==> src/rtl/lruk_pkg.sv <==
package lruk_pkg;

    // Field widths of the item ports
    localparam int REQ_W    = 2;
    localparam int FRAME_W  = 6;
    localparam int STATUS_W = 2;
    localparam int COUNT_W  = 7;

    // Configuration port
    localparam int CFG_IDX_W  = 1;
    localparam int CFG_DATA_W = 7;
    localparam int DEPTH_W    = 4;
    localparam int FRAMES_W   = 7;

    localparam logic [CFG_IDX_W-1:0] CFG_HISTORY_DEPTH = 1'd0;
    localparam logic [CFG_IDX_W-1:0] CFG_FRAMES_IN_USE = 1'd1;

    localparam logic [DEPTH_W-1:0]  HISTORY_DEPTH_RST = 4'd2;
    localparam logic [FRAMES_W-1:0] FRAMES_IN_USE_RST = 7'd64;

    // Defaults for the top level parameters
    localparam int FRAME_SLOTS_DEF = 64;
    localparam int MAX_K_DEF       = 8;
    localparam int STAMP_BITS_DEF  = 32;

    // Request codes
    localparam logic [REQ_W-1:0] REQ_ACCESS = 2'd0;
    localparam logic [REQ_W-1:0] REQ_SET_EV = 2'd1;
    localparam logic [REQ_W-1:0] REQ_REMOVE = 2'd2;
    localparam logic [REQ_W-1:0] REQ_EVICT  = 2'd3;

    // Status codes
    localparam logic [STATUS_W-1:0] ST_OK            = 2'd0;
    localparam logic [STATUS_W-1:0] ST_OUT_OF_RANGE  = 2'd1;
    localparam logic [STATUS_W-1:0] ST_NOT_EVICTABLE = 2'd2;
    localparam logic [STATUS_W-1:0] ST_EMPTY         = 2'd3;

    typedef struct packed {
        logic [REQ_W-1:0]   req_type;
        logic [FRAME_W-1:0] frame_sel;
        logic               evictable_flag;
    } req_t;

    typedef struct packed {
        logic [STATUS_W-1:0] status;
        logic [FRAME_W-1:0]  victim_frame;
        logic [COUNT_W-1:0]  evictable_count;
    } rsp_t;

    // Control of one candidate handed to the victim selector
    typedef struct packed {
        logic vld;
        logic inf;
    } cand_t;

endpackage

==> src/rtl/lruk_best_sel.sv <==
module lruk_best_sel #(
    parameter int IDX_W      = 6,
    parameter int STAMP_BITS = 32
) (
    input  logic                  clk,
    input  logic                  rst_n,
    input  logic                  clr,
    input  lruk_pkg::cand_t       cand,
    input  logic [IDX_W-1:0]      idx,
    input  logic [STAMP_BITS-1:0] age,
    output logic                  found,
    output logic [IDX_W-1:0]      best_idx
);
    import lruk_pkg::*;

    logic                  found_reg;
    logic                  inf_reg;
    logic [STAMP_BITS-1:0] age_reg;
    logic [IDX_W-1:0]      idx_reg;
    logic                  upd;

    // Infinite distance beats finite; within a class the older one wins,
    // strict compare keeps the lowest id on a tie.
    assign upd = cand.vld && (!found_reg || (cand.inf && !inf_reg) ||
                              (cand.inf == inf_reg && age > age_reg));

    always_ff @(posedge clk or negedge rst_n)
    begin
        if (!rst_n)
        begin
            found_reg <= 1'b0;
            inf_reg   <= 1'b0;
        end
        else if (clr)
        begin
            found_reg <= 1'b0;
            inf_reg   <= 1'b0;
        end
        else if (upd)
        begin
            found_reg <= 1'b1;
            inf_reg   <= cand.inf;
        end
    end

    always_ff @(posedge clk)
    begin
        if (upd && !clr)
        begin
            age_reg <= age;
            idx_reg <= idx;
        end
    end

    assign found    = found_reg;
    assign best_idx = idx_reg;

endmodule

==> config.mk <==
export PLATFORM = sky130hd
export DESIGN_NAME = lruk_best_sel
export DESIGN_NICKNAME = d
export VERILOG_FILES = /design/src/rtl/lruk_pkg.sv /design/src/rtl/lruk_best_sel.sv
export SDC_FILE = /design/constraint.sdc
export NUM_CORES = 1
export LEC_CHECK = 0
export ABC_AREA = 1
export BUFFER_PORTS_ARGS = -buffer_cell sky130_fd_sc_hd__buf_2
export CORE_MARGIN = 4
export CORE_UTILIZATION = 29
export DETAILED_ROUTE_END_ITERATION = 12
export SYNTH_ARGS = -nofsm -noshare
export SYNTH_HDL_FRONTEND = slang
export SYNTH_SLANG_ARGS = --single-unit
==> constraint.sdc <==
create_clock -name clk -period 3.2 [get_ports clk]
set_input_delay 0.8 -clock clk [delete_from_list [all_inputs] [get_ports clk]]
set_output_delay 0.8 -clock clk [all_outputs]
set_load 0.05 [all_outputs]
## After elaboration in Yosys (flattened, before gate mapping)

Cells that the tools add are included.
Widths: inputs -> output; s select.

| storage, ports and cells | value |
|---|---|
| register bits after elaboration | 40 |
| input bits | 43 |
| logic and storage cells | 20 |

| operators by class | value |
|---|---|
| equality and inequality tests | 1 |
| multiplexer cells | 4 |
| magnitude comparators | 1 |
| reduce and logical (&&, ||, !) cells | 10 |

Operators by type and width:

| operator | count |
|---|---|
| $gt 32x32->1 | 1 |
| $logic_and 1x1->1 | 4 |
| $mux 1 | 4 |
| $logic_not 1->1 | 3 |
| $logic_or 1x1->1 | 2 |
| $reduce_bool 2->1 | 1 |
| $eq 1x1->1 | 1 |

## Longest topological paths before layout

Gate-level depths: netlist (run 1).

| depth | value |
|---|---|
| depth after elaboration | 7 |
| mapped depth | 18 |

## Worst setup path after synthesis (run 1)

OpenSTA, ideal clock, no wires.

| timing path | value |
|---|---|
| path type | input port to flip-flop |
| start | in age[23] |
| end | reg age_reg[0] (enable) |
| stages on the path | 11 |
| data arrival time | 3.334 ns |
| required time | 2.767 ns |
| setup time | 0.433 ns |
| path buffers | 0 |
| setup slack | -0.567 ns |
| cells stage by stage | ha_1 -> nand2_1 -> nor2_2 -> nand4_1 -> nor2_2 -> nand2_1 -> nand2_1 -> nand2_1 -> nand2_2 -> nand2_2 -> nor2_1 |

| between the ends | value |
|---|---|
| cells in the longest elaborated chain, start to end | 5 |

RTL lines:

| what | line | source |
|---|---|---|
| start: declaration | lruk_best_sel.sv:10 | `input logic [STAMP_BITS-1:0] age,` |
| $gt 32x32->1 | lruk_best_sel.sv:25 | `(cand.inf == inf_reg && age > age_reg));` |
| $logic_and 1x1->1 | lruk_best_sel.sv:25 |  |
| $logic_or 1x1->1 | lruk_best_sel.sv:24 | `assign upd = cand.vld && (!found_reg \|\| (cand.inf && !inf_reg) \|\|` |
| $logic_and 1x1->1 | lruk_best_sel.sv:24 |  |
| $logic_and 1x1->1 | lruk_best_sel.sv:48 | `if (upd && !clr)` |
| end signal: assignment | lruk_best_sel.sv:50 | `age_reg <= age;` |
| end: declaration | lruk_best_sel.sv:18 | `logic [STAMP_BITS-1:0] age_reg;` |

No other way between the ends.
A chain may end at the register's enable or synchronous reset.

## Worst setup path in the final report (run 1)

| timing path | value |
|---|---|
| start | in age[23] |
| end | reg age_reg[18] (enable) |

The elaborated chain is that of the path after synthesis.

==> results.sh, run 1 <==
export IMPL_dp_hpwl_mm=3.12
export IMPL_final_cell_mix="49 x buf_2, 42 x inv_1, 39 x nand2_1"
export IMPL_maxSlewViolCount=0
export IMPL_worst_r2r_endpoint="age_reg[18]"
export IMPL_die_h_microns=93.6
export IMPL_sequentialPowerShare_pct=51.5
export IMPL_routabilityCongestion=0.767
export IMPL_p_switching_mw=0.283
export IMPL_final_nets=330
export IMPL_initial_utilization_pct=30.6
export IMPL_n_antenna_cell=0
export IMPL_worstSetupStartpoint="age[23]"
export IMPL_portBuffers=49
export IMPL_switching_share_pct=24.0
export IMPL_grt_max_degree=27
export IMPL_syn_inst=196
export IMPL_reg2reg_depth=13
export IMPL_powerDensity_mw_per_mm2=450
export IMPL_cts_setup_buffers=0
export IMPL_hold_viol=0
export IMPL_peakVddDrop_mv=0.237
export IMPL_power_leakage_nw=1.28
export IMPL_via_count=1425
export IMPL_rsz0062_at_grt="false"
export IMPL_die_w_microns=93.6
export IMPL_ys_seq_elements=40
export IMPL_fin_ws_ps=752
export IMPL_syn_nets=272
export IMPL_setup_viol_count_final=0
export IMPL_fmax_mhz=408
export IMPL_drt_vias_per_instance=4.06
export IMPL_core_sq_mm=0.00694
export IMPL_drive_gt1_share_pct=25.9
export IMPL_hold_worst_slack_ps=281
export IMPL_path_class="in2reg"
export IMPL_status="complete, no violations"
export IMPL_ys_seq_area_share_pct=56.0
export IMPL_combPwrFrac_pct=13.5
export IMPL_reg2reg_slack_ps=1020
export IMPL_grt_overflow=0
export IMPL_wl_per_cell_microns=11.0
export IMPL_synth_area_per_cell_sq_um=10.9
export IMPL_cap_violations=0
export IMPL_synth_area_sq_mm=0.00213
export IMPL_maxSlewHeadroom_pct=77.0
export IMPL_nFillCells=697
export IMPL_max_slew_worst_pin_slew_ps=345
export IMPL_numCtsBuffers=5
export IMPL_drc=0
export IMPL_ys_types=17
export IMPL_worstSetupEndpointType="register"
export IMPL_setup_tns_ps=0
export IMPL_clockPowerShare_pct=34.9
export IMPL_num_rows=30
export IMPL_power_mw=1.18
export IMPL_grt_antenna_before_repair=0
export IMPL_die_area_sq_mm=0.00877
export IMPL_post_route_util_pct=37.8
export IMPL_hp_class="in2async"
export IMPL_reg2reg_from="age_reg[23]"
export IMPL_critPathLaunchType="primary input"
export IMPL_critPathMaxFanout=26
export IMPL_cts_sinks=40
export IMPL_clockBufferDepth=2
export IMPL_grt_pass1_vias=1386
export IMPL_final_common_cell="buf_2"
export IMPL_dp_slack_ps=417
export IMPL_ioPinCount=50
export IMPL_cts_root_buf="clkbuf_8"
export IMPL_htree_levels=2
export IMPL_worstPathRequired_ps=3160
export IMPL_drt_iter0_drc=43
export IMPL_yosys_warnings=0
export IMPL_syn2layout_area_growth_pct=23.3
export IMPL_cts_resized=0
export IMPL_cts_tree="yes"
export IMPL_power_internal_mw=0.897
export IMPL_antenna_left=0
export IMPL_routed_wirelength_mm=3.86
export IMPL_grt_use_total_pct=9.43
export IMPL_critPathArrivalTime_ps=2410
export IMPL_finalCritPeriodShare_pct=76.5
export IMPL_clk_pin_slew_worst_paths_ps=80
export IMPL_min_period_ps=2450
export IMPL_hold_buffers=0
export IMPL_clkLatencyLatePin_ps=300
export IMPL_grt_first_pass_wirelength_mm=6.33
export IMPL_largest_reg_flops=32
export IMPL_critPathCapture="age_reg[18]"
export IMPL_first_pass_iters=4
export IMPL_fin_worst_skew_ps=9.79
-- cells in the mapped netlist --
library cell   n  share of area, %
inv_1         42               7.4
nand2_1       39               6.9
edfxtp_1      38                54
ha_1          33                19
a21oi_1       13               3.1
nor2_1        10               1.8
nor2_2         4               1.2
nand3_1        3              0.71
nand4_1        3              0.88
dfrtp_1        2               2.4
nand2_2        2              0.59
o21ai_0        2              0.47
a21boi_1       1              0.35
a21o_1         1              0.35
a21oi_2        1              0.41
clkinv_1       1              0.18
o21a_1         1              0.35
-- power groups by stage --
stage | combinational (mW) | sequential, mW | clock [mW]
detailed placement | 0.162 | 0.621 | 0
global route | 0.186 | 0.611 | 0.454
CTS | 0.164 | 0.608 | 0.425
floorplan | 0.0842 | 0.635 | 0
finish | 0.160 | 0.608 | 0.412
global placement | 0.159 | 0.620 | 0
-- cell families after synthesis --
family	after synthesis	share of synthesized area [%]
AO/OA/AOI/OAI	19	5.00
flip-flops	40	56.0
adder cells (fa/ha/maj)	33	19.4
AND/OR/NAND/NOR	61	12.0
buffers and inverters	43	7.59
-- worst max-delay path: stages --
cell and delay (ps):
buf_2 110, ha_1 290, nand2_1 80, nor2_2 120, nand4_1 120, nor2_2 140
nand2_1 60, nand2_1 50, nand2_1 50, nand2_2 70, nand2_2 80, nor2_4 90
buf_4 330
-- how the worst min path moves through the flow --
stage | endpoint | slack, ps | cells past startpoint
after detailed placement | inf_reg | 500 | 2
after global routing | inf_reg | 260 | 1
after CTS | inf_reg | 270 | 1
final | inf_reg | 280 | 1
after global placement | inf_reg | 500 | 2
after floorplan | inf_reg | 470 | 2
-- cell type report --
cell class	instances	area [sq um]	area share, %
clock inverters	2	35.0	1.34
inverters	43	161	6.15
well taps	96	120	4.58
multi-input cells	113	782	29.8
repair buffers	51	260	9.92
flip-flops and latches	40	1190	45.4
clock buffers	6	72.6	2.77
-- metrics by stage --
stage / cells / area [sq um]
2_1_floorplan: 196 / 2130
3_3_place_gp: 343 / 2510
3_5_place_dp: 343 / 2510
4_1_cts: 351 / 2620
5_1_grt: 351 / 2620
6_report: 351 / 2620
-- routing by layer --
layer / GRT usage, % / part of all wire [%]
met5: 0 / 0
met4: 3.61 / 1.6
met3: 3.46 / 5.8
met2: 14.4 / 44
met1: 12.1 / 49
No activity file was read; power rests on OpenSTA's default activity.
==> run 2, diff against run 1 <==
ABC_AREA = 0   (was 1)
clock period = 2.5 ns   (was 3.2 ns; I/O delays follow)
==> run 2 against run 1 <==
Largest cell class unchanged; clock power rose by 29%; worst hold slack got worse by 180 ps; sequential share of layout area fell by 2.1 points; count of clock-buffer cells in the layout fell by 1; total power rose by 30%; critical path depth fell by 4; global-route usage rose by 0.86 points; area after synthesis rose by 1.6%; wire length rose by 5.8%.
==> results.sh, run 2 <==
export IMPL_synth_top_area_cell="edfxtp_1"
export IMPL_critPathMaxFanout=13
export IMPL_grt_max_degree=14
export IMPL_final_common_cell="buf_2"
export IMPL_antenna_left=0
export IMPL_dp_hpwl_mm=3.39
export IMPL_power_leakage_nw=1.23
export IMPL_ys_types=29
export IMPL_cts_root_buf="clkbuf_8"
export IMPL_peakVddDrop_mv=0.343
export IMPL_maxSlewHeadroom_pct=78.0
export IMPL_core_sq_mm=0.00725
export IMPL_routabilityCongestion=0.710
export IMPL_cts_sinks=40
export IMPL_cpPeakStageDelay_ps=300
export IMPL_syn_inst=174
export IMPL_switching_share_pct=24.5
export IMPL_ioPinCount=50
export IMPL_cts_tree="yes"
export IMPL_grt_pass1_vias=1506
export IMPL_htree_levels=2
export IMPL_critPathTopFamily="simple AND/OR/NAND/NOR gates"
export IMPL_sequentialPowerShare_pct=50.7
export IMPL_yosys_area_share_adder_pct=19.1
export IMPL_die_w_microns=94.3
export IMPL_seq_area_sq_mm=0.00119
export IMPL_fin_area_sq_mm=0.00275
export IMPL_cp_slowest_cell="nor4_4"
export IMPL_syn2layout_area_growth_pct=27.3
export IMPL_wl_per_cell_microns=12.2
export IMPL_drt_vias_per_instance=4.38
export IMPL_combPwrFrac_pct=14.8
export IMPL_cap_violations=0
export IMPL_hold_viol=0
export IMPL_drc=0
export IMPL_fin_worst_skew_ps=10.3
export IMPL_synthTopCellsByArea="edfxtp_1 53%, ha_1 19%, inv_1 5.9%"
export IMPL_powerDensity_mw_per_mm2=559
export IMPL_synth_top_family_by_area="adder cells"
export IMPL_yosysMostFrequentCell="edfxtp_1"
export IMPL_die_h_microns=94.3
export IMPL_critPathArrivalTime_ps=2200
export IMPL_p_switching_mw=0.376
export IMPL_synth_area_sq_mm=0.00216
export IMPL_maxSlewViolCount=0
export IMPL_critPathLaunchType="primary input"
export IMPL_min_period_ps=2200
export IMPL_multi_input_area_sq_um=916
export IMPL_via_count=1467
export IMPL_synth_ff_type="edfxtp_1"
export IMPL_fmax_mhz=454
export IMPL_dpl_cell_area_sq_mm=0.00264
export IMPL_path_class="in2reg"
export IMPL_dp_slack_ps=-58.0
export IMPL_grt_antenna_before_repair=0
export IMPL_hold_worst_slack_ps=104
export IMPL_ys_seq_elements=40
export IMPL_routed_wirelength_mm=4.08
export IMPL_first_pass_iters=4
export IMPL_placed_cells=327
export IMPL_nFillCells=714
export IMPL_synth_compound_area_share_pct=9.55
export IMPL_synth_async_reset_ratio_pct=5.00
export IMPL_crit_top_cell="o21ai_2"
export IMPL_hp_class="in2async"
export IMPL_num_rows=31
export IMPL_largest_reg_flops=32
export IMPL_worstPathRequired_ps=2500
export IMPL_grt_first_pass_wirelength_mm=6.84
export IMPL_cts_resized=0
export IMPL_synth_edf_count=38
export IMPL_clockBufferDepth=2
export IMPL_status="complete, no violations"
export IMPL_yosys_warnings=0
export IMPL_ys_seq_area_share_pct=55.1
export IMPL_syn_nets=250
export IMPL_worstSetupEndpointType="register"
export IMPL_clk_pin_slew_worst_paths_ps=80
export IMPL_n_antenna_cell=0
export IMPL_drive_gt1_share_pct=32.6
export IMPL_synthSimpleGateAreaFrac_pct=10.4
export IMPL_synth_area_per_cell_sq_um=12.4
export IMPL_critical_path_cell_chain="buf_2 > ha_4 > nand4_4 > nor4_4 > o21ai_2 > a31oi_4 > o21ai_2 > nor2_4 > buf_4"
export IMPL_final_nets=311
export IMPL_power_internal_mw=1.16
export IMPL_portBuffers=49
export IMPL_drt_iter0_drc=64
export IMPL_synth_xor_area_share_pct=0
export IMPL_grt_use_total_pct=10.3
export IMPL_clkLatencyLatePin_ps=300
export IMPL_yosysTopAreaCellShare_pct=52.8
export IMPL_setup_tns_ps=0
export IMPL_setup_viol_count_final=0
export IMPL_cts_setup_buffers=0
export IMPL_synth_mux_area_fraction_pct=0
export IMPL_critPathBufInv=2
export IMPL_final_cell_mix="49 x buf_2, 38 x edfxtp_1, 34 x inv_1"
export IMPL_clockPowerShare_pct=34.5
export IMPL_max_slew_worst_pin_slew_ps=327
export IMPL_grt_overflow=0
export IMPL_hold_buffers=0
export IMPL_synth_top_cells_by_count="38 x edfxtp_1, 34 x inv_1, 33 x ha_1"
export IMPL_final_cells=335
export IMPL_fin_ws_ps=299
export IMPL_numCtsBuffers=5
export IMPL_rsz0062_at_grt="false"
export IMPL_finalCritPeriodShare_pct=88.1
export IMPL_die_area_sq_mm=0.00890
export IMPL_initial_utilization_pct=29.8
-- run 2: cell count changes in the layout (fill, tap and decap cells not counted), moves of 3 or more --
cell / before / now
buf_4: 2 / 5
ha_1: 33 / 29
ha_4: 0 / 4
inv_1: 42 / 34
nand2_1: 39 / 7
nand2b_1: 0 / 3
nor2_2: 4 / 0
o21ai_0: 2 / 7
-- run 2: worst paths after layout --
path                              from           to  slack, ps  cells after the start
max in group asynchronous        rst_n      inf_reg       2300                      1
min in group clk                idx[0]  best_idx[0]        500                      1
setup / recovery                age[8]  age_reg[28]        300                      9
setup reg to reg           age_reg[10]  age_reg[28]        330                      9
hold / removal                   rst_n        found        100                      1
hold reg to reg                  found        found        530                      2
-- run 2: per-stage QoR --
step,total power [mW],util (%)
finish,1.54,38.0
floorplan,0.941,-
global route,1.63,38.0
detailed placement,1.03,36.4
global placement,1.02,36.4
CTS,1.57,38.0
-- run 2: per-layer routing --
layer | up-vias | routed length, microns | share of wire (%) | GRT usage [%]
li1 | 748 | - | - | -
met1 | 684 | 1660 | 41 | 11.6
met2 | 30 | 2090 | 51 | 17.8
met3 | 5 | 262 | 6.4 | 3.90
met4 | 0 | 62 | 1.5 | 3.61
met5 | - | 0 | 0 | 0
-- run 2: cell families after synthesis --
group,after synthesis
flops,40
buf+inv,34
compound gates,31
simple gates,36
fa+ha+maj,33
-- run 2: power by group through the flow --
| stage | Combinational, mW | Sequential [mW] | Clock [mW] |
|---|---|---|---|
| after global routing | 0.264 | 0.783 | 0.587 |
| after CTS | 0.235 | 0.781 | 0.549 |
| final | 0.228 | 0.780 | 0.530 |
| after detailed placement | 0.234 | 0.796 | 0 |
| after floorplan | 0.126 | 0.815 | 0 |
| after global placement | 0.227 | 0.795 | 0 |
-- run 2: final cells by class --
| class | instances | area share, % |
|---|---|---|
| Sequential cell | 40 | 43.3 |
| Clock buffer | 5 | 2.50 |
| Timing Repair Buffer | 54 | 10.3 |
| Clock inverter | 3 | 1.55 |
| Tap cell | 99 | 4.50 |
| Inverter | 34 | 4.64 |
| Multi-Input combinational cell | 100 | 33.3 |
==> run 3, diff against run 2 <==
BUFFER_PORTS_ARGS = default   (was -buffer_cell sky130_fd_sc_hd__buf_2)
DONT_BUFFER_PORTS = 1   (was default)
==> run 3 against run 2 <==
Maximum frequency down 0.89%; total power down 9.0%; final cell count down 15%; count of clock-buffer cells in the layout unchanged; global-route usage down 0.68 points; first-iteration DRC count down 7.8%; clock power down 18%; sequential power up 2%; core utilization down 3.4 points; final area down 9.0%; largest power group unchanged.
==> results.sh, run 3 (same netlist as run 2, synthesis figures left out) <==
export IMPL_status="complete, no violations"
export IMPL_drt_iter0_drc=59
export IMPL_cp_slowest_cell="edfxtp_1"
export IMPL_post_route_util_pct=34.5
export IMPL_reg2reg_slack_ps=280
export IMPL_die_area_sq_mm=0.00890
export IMPL_path_class="reg2reg"
export IMPL_grt_use_total_pct=9.61
export IMPL_finalCritPeriodShare_pct=88.9
export IMPL_fin_worst_skew_ps=9.92
export IMPL_routabilityCongestion=0.743
export IMPL_die_w_microns=94.3
export IMPL_final_cells=285
export IMPL_worstPathRequired_ps=2500
export IMPL_grt_antenna_before_repair=0
export IMPL_fin_area_sq_mm=0.00250
export IMPL_drive_gt1_share_pct=14.5
export IMPL_numCtsBuffers=5
export IMPL_rsz0062_at_grt="false"
export IMPL_hold_worst_slack_ps=387
export IMPL_maxSlewHeadroom_pct=68.6
export IMPL_worstSetupEndpointType="register"
export IMPL_fmax_mhz=450
export IMPL_cts_tree="yes"
export IMPL_final_common_cell="edfxtp_1"
export IMPL_cts_root_buf="clkbuf_8"
export IMPL_grt_pass1_vias=1300
export IMPL_cts_setup_buffers=0
export IMPL_n_antenna_cell=0
export IMPL_power_leakage_nw=1.03
export IMPL_critPathMaxFanout=22
export IMPL_clk_pin_slew_worst_paths_ps=80
export IMPL_final_nets=261
export IMPL_num_rows=31
export IMPL_hold_viol=0
export IMPL_cts_sinks=40
export IMPL_crit_top_cell="o21ai_2"
export IMPL_placed_cells=276
export IMPL_peakVddDrop_mv=0.286
export IMPL_initial_utilization_pct=29.8
export IMPL_antenna_left=0
export IMPL_clockBufferDepth=2
export IMPL_hp_class="in2reg"
export IMPL_syn2layout_area_growth_pct=15.8
export IMPL_final_cell_mix="38 x edfxtp_1, 34 x inv_1, 29 x ha_1"
export IMPL_wl_per_cell_microns=13.8
export IMPL_critical_path_cell_chain="inv_1 > ha_4 > nand4_4 > nor4_4 > o21ai_2 > a31oi_4 > o21ai_2 > nor2_4 > buf_12"
export IMPL_max_slew_worst_pin_slew_ps=471
export IMPL_largest_reg_flops=32
export IMPL_cpPeakStageDelay_ps=340
export IMPL_portBuffers=0
export IMPL_grt_first_pass_wirelength_mm=6.40
export IMPL_setup_viol_count_final=0
export IMPL_drc=0
export IMPL_powerDensity_mw_per_mm2=559
export IMPL_dpl_cell_area_sq_mm=0.00241
export IMPL_grt_overflow=0
export IMPL_power_mw=1.40
export IMPL_htree_levels=2
export IMPL_ioPinCount=50
export IMPL_routed_wirelength_mm=3.92
export IMPL_critPathLaunchType="register"
export IMPL_cap_violations=0
export IMPL_first_pass_iters=4
export IMPL_dp_hpwl_mm=3.17
export IMPL_min_period_ps=2220
export IMPL_grt_max_degree=23
export IMPL_maxSlewViolCount=0
export IMPL_via_count=1269
export IMPL_critPathArrivalTime_ps=2220
export IMPL_core_sq_mm=0.00725
export IMPL_clkLatencyLatePin_ps=300
export IMPL_drt_vias_per_instance=4.45
export IMPL_die_h_microns=94.3
## run 3: changes by cell type in the layout (fill, tap and decap cells not counted), sizes merged
cell,delta
buf,-51
bufinv,-1
clkinv,+1
dlygate4sd3,+1
## run 3: final cells by class
cell class	instances	area, sq um
inverters	34	128
flip-flops and latches	40	1190
fillers	728	4750
well taps	99	124
clock inverters	3	18.8
repair buffers	4	57.6
multi-input cells	100	916
clock buffers	5	68.8
## run 3: per-layer routing
metal | global-route usage (%) | vias to the layer above | share of wire (%)
met5 | 0 | - | 0
met4 | 3.61 | 0 | 0.74
met3 | 3.59 | 2 | 7.1
met2 | 15.7 | 32 | 50
met1 | 11.6 | 586 | 42
li1 | - | 649 | -
## run 3: per-stage QoR
step | worst slack [ps] | setup TNS, ps
4_1_cts | 248 | 0
5_1_grt | 163 | 0
2_1_floorplan | -211 | -8010
3_5_place_dp | 37.1 | 0
3_3_place_gp | 66.7 | 0
6_report | 279 | 0
## run 3: critical path: cells and delay by family, from the launching register on
family | cells | cell delay [ps]
flops | 1 | 340
compound gates | 3 | 440
simple gates | 3 | 630
fa+ha+maj | 1 | 280
buf+inv | 2 | 250
## run 3: worst paths after layout
check / from / endpoint / cells after the start
max in group asynchronous: rst_n / inf_reg / 1
worst max register to register: age_reg[10] / age_reg[18] / 9
min in group asynchronous: rst_n / found / 1
worst max-delay path: age_reg[10] / age_reg[18] / 9
worst min register to register: inf_reg / inf_reg / 2
worst min-delay path: clr / found / 1
## run 3: where the power goes
group | leakage [nW] | switching, mW | internal, mW | total [mW]
Sequential | 0.380 | 0.0243 | 0.773 | 0.797
Combinational | 0.599 | 0.0970 | 0.0747 | 0.172
Clock | 0.0479 | 0.237 | 0.195 | 0.432
## run 3: repair_timing
action,4_1_cts,5_1_grt
gates resized for setup,0,0
endpoints found under the hold margin,0,2
hold buffers,0,1
